**src/uvs_div.sv**
```systemverilog
// pipelined restoring divider, a few quotient bits per stage
`default_nettype none

module uvs_div #(
    parameter int unsigned NUM_W = 39,
    parameter int unsigned DEN_W = 9,
    parameter int unsigned BITS  = 4
) (
    input  wire logic             clk,
    input  wire logic [NUM_W-1:0] num,
    input  wire logic [DEN_W-1:0] den,
    output logic      [NUM_W-1:0] quo
);

    localparam int unsigned NSTG  = (NUM_W + BITS - 1) / BITS;
    localparam int unsigned PAD_W = NSTG * BITS;

    logic [PAD_W-1:0] num_reg [NSTG];
    logic [PAD_W-1:0] quo_reg [NSTG];
    logic [DEN_W-1:0] rem_reg [NSTG];
    logic [DEN_W-1:0] den_reg [NSTG];

    for (genvar s = 0; s < NSTG; s++) begin : g_stage
        logic [PAD_W-1:0] n_in;
        logic [PAD_W-1:0] q_in;
        logic [DEN_W-1:0] r_in;
        logic [DEN_W-1:0] d_in;
        logic [PAD_W-1:0] n_next;
        logic [PAD_W-1:0] q_next;
        logic [DEN_W-1:0] r_next;

        if (s == 0) begin : g_first
            assign n_in = PAD_W'(num);
            assign q_in = '0;
            assign r_in = '0;
            assign d_in = den;
        end else begin : g_rest
            assign n_in = num_reg[s-1];
            assign q_in = quo_reg[s-1];
            assign r_in = rem_reg[s-1];
            assign d_in = den_reg[s-1];
        end

        always_comb
        begin
            logic [DEN_W:0] r;
            r      = {1'b0, r_in};
            n_next = n_in;
            q_next = q_in;
            for (int b = 0; b < BITS; b++)
            begin
                r      = {r[DEN_W-1:0], n_next[PAD_W-1]};
                n_next = n_next << 1;
                q_next = q_next << 1;
                if (r >= {1'b0, d_in})
                begin
                    r         = r - {1'b0, d_in};
                    q_next[0] = 1'b1;
                end
            end
            r_next = r[DEN_W-1:0];
        end

        always_ff @(posedge clk)
        begin
            num_reg[s] <= n_next;
            quo_reg[s] <= q_next;
            rem_reg[s] <= r_next;
            den_reg[s] <= d_in;
        end
    end

    assign quo = quo_reg[NSTG-1][NUM_W-1:0];

endmodule

`default_nettype wire

```
**config.mk**
```make
export PLATFORM = sky130hd
export DESIGN_NAME = uvs_div
export DESIGN_NICKNAME = d
export VERILOG_FILES = /design/src/uvs_div.sv
export SDC_FILE = /design/constraint.sdc
export NUM_CORES = 1
export LEC_CHECK = 0
export BUFFER_PORTS_ARGS = -buffer_cell sky130_fd_sc_hd__buf_4
export CAP_MARGIN = 20
export CORE_MARGIN = 3
export CORE_UTILIZATION = 42
export DETAILED_ROUTE_END_ITERATION = 8
export PLACE_DENSITY_LB_ADDON = 0.12
export SYNTH_ARGS = -nofsm -noshare
export SYNTH_HDL_FRONTEND = slang
export SYNTH_SLANG_ARGS = --single-unit
```
**constraint.sdc**
```tcl
create_clock -name clk -period 11.7 [get_ports clk]
set_input_delay 0 -clock clk [delete_from_list [all_inputs] [get_ports clk]]
set_output_delay 0 -clock clk [all_outputs]
set_load 0.05 [all_outputs]
```
### Word-level counts from Yosys, hierarchy flattened

Memory sizes are Yosys's and may differ from the RTL's.
Cells that the tools add are included.

* ROM bits: 0
* logic and storage cells: 164
* memories kept: 4
* bits in writable memories: 940
* flip-flop bits (word level): 0
* bits in latches: 0

Memory list
* quo_reg: depth 10, width 40, rd ports 10, clocked after memory_dff 0, wr ports 10, RTL line 19 `logic [PAD_W-1:0] quo_reg [NSTG];`
* num_reg: depth 10, width 36, rd ports 9, clocked after memory_dff 0, wr ports 10, RTL line 18 `logic [PAD_W-1:0] num_reg [NSTG];`
* den_reg: depth 10, width 9, rd ports 9, clocked after memory_dff 0, wr ports 10, RTL line 21 `logic [DEN_W-1:0] den_reg [NSTG];`
* rem_reg: depth 10, width 9, rd ports 9, clocked after memory_dff 0, wr ports 10, RTL line 20 `logic [DEN_W-1:0] rem_reg [NSTG];`

* shift operators: 0
* reduce and logical (&&, ||, !) cells: 0
* magnitude comparators: 40
* bitwise gates (word level): 0
* divide/modulo/power cells: 0
* muxes and demuxes: 80
* $add $sub $neg: 40
* $mul: 0
* eq/ne operators: 0

Operators by type and width (count)
* $ge A10 B9 Y1: 39
* $mux W9: 40
* $sub A9 B9 Y9: 39
* $mux W1: 40
* $ge A1 B9 Y1 const A: 1
* $sub A1 B9 Y9 const A: 1

### Logic depth before layout (Yosys ltp)

Gate-level depths: netlist (run 1).
An unclocked memory read counts as a cell.

* depth after elaboration: 9
* mapped depth: 41
* mapped depth without buffers: 39

### Worst setup path after synthesis (run 1)

OpenSTA, ideal clock, no wires.

* kind: flip-flop to flip-flop
* from: memory den_reg[5][1]
* to: memory rem_reg[6][1]
* period minus slack after synthesis: 8.166 ns
* arrival: 8.044 ns
* data required time: 11.579 ns
* path slack: 3.534 ns
* setup time: 0.121 ns
* cell stages (with the launch flop): 36
* cells stage by stage: dfxtp_1 -> inv_1 -> fa_1 -> a211oi_2 -> o21ai_1 -> a31oi_4 -> clkbuf_1 -> nor2_1 -> a21oi_1 -> inv_1 -> ha_1 -> and4_1 -> o311a_1 -> a211oi_2 -> and2_4 -> inv_2 -> clkbuf_1 -> o21ai_0 -> fa_1 -> nor2b_1 -> o21ai_0 -> nand2b_1 -> nor2b_1 -> o41a_1 -> a2111oi_4 -> o21ai_0 -> fa_1 -> nand2_1 -> nand2_1 -> a21oi_1 -> nor2_1 -> nor2_1 -> nand2_1 -> o21bai_1 -> a211oi_4 -> mux2_4

RTL lines (RTL line)
* from (decl): 21
* to (decl): 20

==> results.cfg, run 1 <==
[drt]
drt_wl_total_um = 64500
wire_per_inst_um = 15.7
ant_nets = 0
initialDrtViolationCount = 1010
drc = 0
dr.pass1.iters = 5
vias_per_cell = 5.11
vias = 20900

[cts]
cts_buffer_depth = 3
cts_tree = built
post-cts-setup-buffers = 0
ctsHoldBuffers = 63
h-tree-depth = 2
clock_latency_ns = 0.62
numCtsBuffers = 58
path_clk_slew_ns = 0.06
numClockSinks = 552
root_buffer = clkbuf_16
cts_resized = 0

[placement]
dp_hpwl_um = 49900
port_buffers = 87
place_congestion = 0.867

[grt]
grt_pass1_vias = 21100
overflow = 0
antenna_found_initial = 1
grt_max_degree = 17
grt_pass1_wl_um = 105000
grt_usage_pct = 17.4

[die]
fp.dieH_um = 269
die_x_um = 269
num_rows = 95
start_util_pct = 42.8
dieArea_mm2 = 0.0724
boundaryPins = 88
coreArea_mm2 = 0.0679

[worst_setup_path]
slowest_delay_ns = 0.73
critPathLaunchType = flip-flop
cpMaxStageDelayCell = nor2b_1
worst-r2r-cell-count = 34
worstSetupPathType = reg -> reg
cp-startpoint = den_reg[1][1]
critical_path_required_ns = 12.19
worst-path-max-fanout = 14
end_kind = flip-flop
r2r-end = rem_reg[2][2]
path_common_cell = nor2_1
reg2reg_from = den_reg[1][1]
r2r_slack_ns = 1.84
crit_arrival_ns = 10.35

[logic_synthesis]
netlist_instances = 2940
netlist.area_leader.share_pct = 38.0
synthArstFlopShare_pct = 0
ys_warn_count = 0
synth_ff_type = dfxtp_1
yosysSeqAreaShare_pct = 38.0
syn_area_mm2 = 0.0291
synth_nets = 3380
yosys_register_bits = 552
synth-edff-count = 0
synth_top_area_cell = dfxtp_1
ys_types = 86
yosys-top-cells-area = dfxtp_1, ha_1, mux2_2, xnor2_1, a21oi_1
synth.avg_cell_area_um2 = 9.89

[sta]
final_hold_viol_count = 0
timing.fmax_mhz = 101
whs_ns = 0.0343
period_share_pct = 84.2
finClkSkew_ns = 0.0237
final.setup.tns_ns = 0
finalCriticalPeriod_ns = 9.86
rsz0062_at_grt = false
worst_pin_slew_ns = 0.949
slew_headroom_pct = 36.7
setup_viol = 0
slew_viol_final = 0

[layout]
ff_latch_area_mm2 = 0.0111
fill_cells = 6187
diodes = 0
multi_input_area_mm2 = 0.0170
nets = 3571
largest_register_ffs = 210
drive_gt1_share_pct = 13.3
areaGrowthSynthToFinish_pct = 14.7

[status]
status = finished, final reports clean

[hold_path]
min_path_cells = 2
hp-start = num[7]
hold-path-endpoint = num_reg[0][7]
hold_class = in -> reg

[flow_run]
max_cap_viol_count = 0
==> routing by layer <==
layer  part of all wire [%]  vias up  GRT usage, %
met2                     47      322          30.3
met3                    3.3      102          2.49
li1                       -    10800             -
met4                    2.7        0          5.18
met5                      0        -             0
met1                     47     9761          22.3
==> metrics by stage <==
step | utilization [%] | instances | instance area (um^2) | worst slack (ns)
2_1_floorplan | - | 2940 | 29100 | 3.53
3_3_place_gp | 45.4 | 3928 | 30800 | 2.03
3_5_place_dp | 45.4 | 3928 | 30800 | 1.87
4_1_cts | 49.1 | 4098 | 33400 | 1.85
5_1_grt | 49.1 | 4099 | 33400 | 0.940
6_report | 49.1 | 4099 | 33400 | 1.84
==> placed cells by master, fill, tap and decap left out, types with 11 or more instances in the layout <==
cell / n
buf_4: 91
nand2b_1: 41
o21a_1: 36
xnor2_1: 137
nor3_1: 46
clkbuf_16: 59
a21oi_1: 191
o21ai_0: 167
mux2i_1: 37
o21bai_1: 29
a21o_1: 81
fa_1: 38
nor2_1: 172
a21boi_0: 14
inv_1: 246
nand3_1: 19
dlygate4sd3_1: 63
dfxtp_1: 552
o31ai_1: 23
clkinv_2: 15
xor2_1: 87
a31oi_1: 14
ha_1: 353
nor2b_1: 67
or3_1: 11
nand4_1: 60
mux2_2: 176
nand2_1: 141
==> cells in the mapped netlist, types with 36 or more instances <==
cell type / number
a21o_1: 81
o21ai_0: 167
mux2_2: 176
o21a_1: 36
xor2_1: 87
inv_1: 246
fa_1: 38
nand2b_1: 41
a21oi_1: 191
ha_1: 353
nor2b_1: 67
nand4_1: 60
nor3_1: 46
xnor2_1: 137
mux2i_1: 37
nand2_1: 141
nor2_1: 172
dfxtp_1: 552
==> cell type report <==
| cell class | count | area share, % |
|---|---|---|
| Clock buffer | 75 | 4.91 |
| Clock inverter | 32 | 0.818 |
| Inverter | 253 | 2.85 |
| Multi-Input combinational cell | 2112 | 50.9 |
| Sequential cell | 552 | 33.1 |
| Tap cell | 921 | 3.45 |
| Timing Repair Buffer | 154 | 3.94 |
==> cell families (layout without fill, tap and decap cells) <==
group                      Yosys count  after routing  share of synthesized area [%]
AOI/OAI and AO/OA                  659            659                           14.7
and+or+nand+nor                    610            610                           10.3
DFF                                552            552                           38.0
adders and majority gates          391            391                           17.8
buffers and inverters              276            514                           3.61
muxes                              228            228                           8.84
xor gates and xnor gates           224            224                           6.75
==> critical path: cells and delay by family, from the launching register on <==
family	cells	cell delay [ns]
multiplexers	2	0.61
buffers and inverters	1	0.24
adder cells (fa/ha/maj)	4	1.97
flip-flops	1	0.43
AND/OR/NAND/NOR	14	3.18
AO/OA/AOI/OAI	13	3.27
==> how the worst max path moves through the flow <==
stage	slack, ns	end
3_3_place_gp	2.03	rem_reg[2][2]
2_1_floorplan	3.53	rem_reg[6][1]
4_1_cts	1.85	rem_reg[2][2]
6_report	1.84	rem_reg[2][2]
5_1_grt	0.94	rem_reg[2][2]
3_5_place_dp	1.87	rem_reg[2][2]
Power of run 1 is not shown: default switching activity piles up to over one toggle a cycle in this logic, so the estimate is an artifact.
==> run 2: changes to the inputs <==
ABC_AREA = 1   (was not set)
clock period = 8.15 ns   (was 11.7 ns; I/O delays follow)
==> results.cfg, run 2 <==
[status]
status = finished, final reports clean

[cts]
numClockSinks = 552
root_buffer = clkbuf_16
clock_latency_ns = 0.62
h-tree-depth = 2
cts_tree = built
cts_buffer_depth = 3
numCtsBuffers = 61
path_clk_slew_ns = 0.06

[grt]
overflow = 0
grt_pass1_wl_um = 123000
antenna_found_initial = 1
grt_pass1_vias = 24700
grt_usage_pct = 18.3
grt_max_degree = 17

[sta]
finClkSkew_ns = 0.0182
slew_headroom_pct = 61.0
final_hold_viol_count = 0
slew_viol_final = 0
worst_pin_slew_ns = 0.579
rsz0062_at_grt = false
final.setup.tns_ns = 0
period_share_pct = 92.8
finalCriticalPeriod_ns = 7.56
setup_viol = 0
layout_setup_ws_ns = 0.589
timing.fmax_mhz = 132

[placement]
dp_hpwl_um = 58400
dpl-instance-area_mm2 = 0.0339
port_buffers = 87
place_congestion = 0.889
dp_cells = 5175
dp_slack_ns = 0.353

[layout]
drive_gt1_share_pct = 11.6
final_cell_mix = nand2_1, dfxtp_1, inv_1
nets = 4743
fin_area_mm2 = 0.0369
ff_latch_area_mm2 = 0.0111
areaGrowthSynthToFinish_pct = 14.7
layoutNonFillerInstCount = 5373
largest_register_ffs = 210
final_common_cell = nand2_1
diodes = 0
multi_input_area_mm2 = 0.0188
fill_cells = 7358

[worst_setup_path]
slowest_delay_ns = 0.58
worstSetupPathType = reg -> reg
path_buf_inv = 4
crit_arrival_ns = 8.11
critPathLaunchType = flip-flop
critical_path_required_ns = 8.70
end_kind = flip-flop
path_common_cell = nand2_1
worst-path-max-fanout = 11
crit_family = simple AND/OR/NAND/NOR gates
cpMaxStageDelayCell = dfxtp_1

[drt]
ant_nets = 0
drt_wl_total_um = 74100
drc = 0
dr.pass1.iters = 5
vias = 25800
wire_per_inst_um = 13.8
vias_per_cell = 4.80
initialDrtViolationCount = 1547

[die]
dieArea_mm2 = 0.0801
num_rows = 100
coreArea_mm2 = 0.0752
die_x_um = 283
boundaryPins = 88
start_util_pct = 42.8
fp.dieH_um = 283

[logic_synthesis]
netlist.area_leader.share_pct = 34.3
yosys_register_bits = 552
synth-edff-count = 0
yosys-top-cells-area = dfxtp_1, ha_1, nand2_1, inv_1, nand3_1
ys_types = 46
ys_warn_count = 0
synth_nets = 4527
synth.avg_cell_area_um2 = 7.88
synthArstFlopShare_pct = 0
yosysSeqAreaShare_pct = 34.3
yosys-top-cells-count = nand2_1, dfxtp_1, inv_1
syn_area_mm2 = 0.0322
synth_top_area_cell = dfxtp_1
yosysMostFrequentCell = nand2_1
netlist_instances = 4087
synth_ff_type = dfxtp_1

[hold_path]
hold_class = in -> reg

[flow_run]
max_cap_viol_count = 0
-- run 2: cell families after synthesis --
logic type / share of synthesized area [%]
flip-flops: 34.3
adder cells (fa/ha/maj): 16.1
AO/OA/AOI/OAI: 9.66
XOR/XNOR: 5.87
AND/OR/NAND/NOR: 26.9
buffers and inverters: 7.19
-- run 2: layout make-up --
cell class / count / share of cell area (%)
Inverter: 541 / 5.50
Multi-Input combinational cell: 2965 / 51.0
Clock inverter: 37 / 1.23
Clock buffer: 76 / 4.62
Tap cell: 1020 / 3.45
Sequential cell: 552 / 29.9
Timing Repair Buffer: 182 / 4.27
-- run 2: final timing paths --
path	start	to	slack, ns	cells after the start
max	den_reg[1][0]	rem_reg[2][2]	0.59	39
min	num[30]	num_reg[0][30]	0.04	2
max reg2reg	den_reg[1][0]	rem_reg[2][2]	0.59	39
min reg2reg	num_reg[7][29]	num_reg[8][33]	0.32	0
-- run 2: stage by stage --
stage / hold slack [ns] / util (%)
after detailed placement: 0.105 / 45.1
after floorplan: 0.0277 / -
final: 0.0392 / 49.1
after global routing: 0.0322 / 49.1
after global placement: 0.104 / 45.1
after CTS: 0.000258 / 49.0
-- run 2: timing repair --
item / CTS / global route
hold endpoints to repair: 48 / 0
hold buffers: 79 / 0
gates resized for setup: 0 / 3
buffers inserted: 0 / 6
endpoints found under the setup margin: 0 / 27
-- run 2: per-layer routing --
metal  GRT usage [%]  vias up  wire [um]
met1            24.9    11600      36100
met3            2.23       92       2610
met5               0        -          0
li1                -    13700          -
met4            4.70        0       1480
met2            30.7      383      33900
-- run 2: worst reg2reg max path: cells and delay by family, from the launching register on --
kind                     cells  cell delay, ns
AO/OA/AOI/OAI                9            1.92
adder cells (fa/ha/maj)      5            2.08
buffers and inverters        4            0.54
flip-flops                   1            0.58
AND/OR/NAND/NOR             21            2.37
Power of run 2 is left out for the same reason.
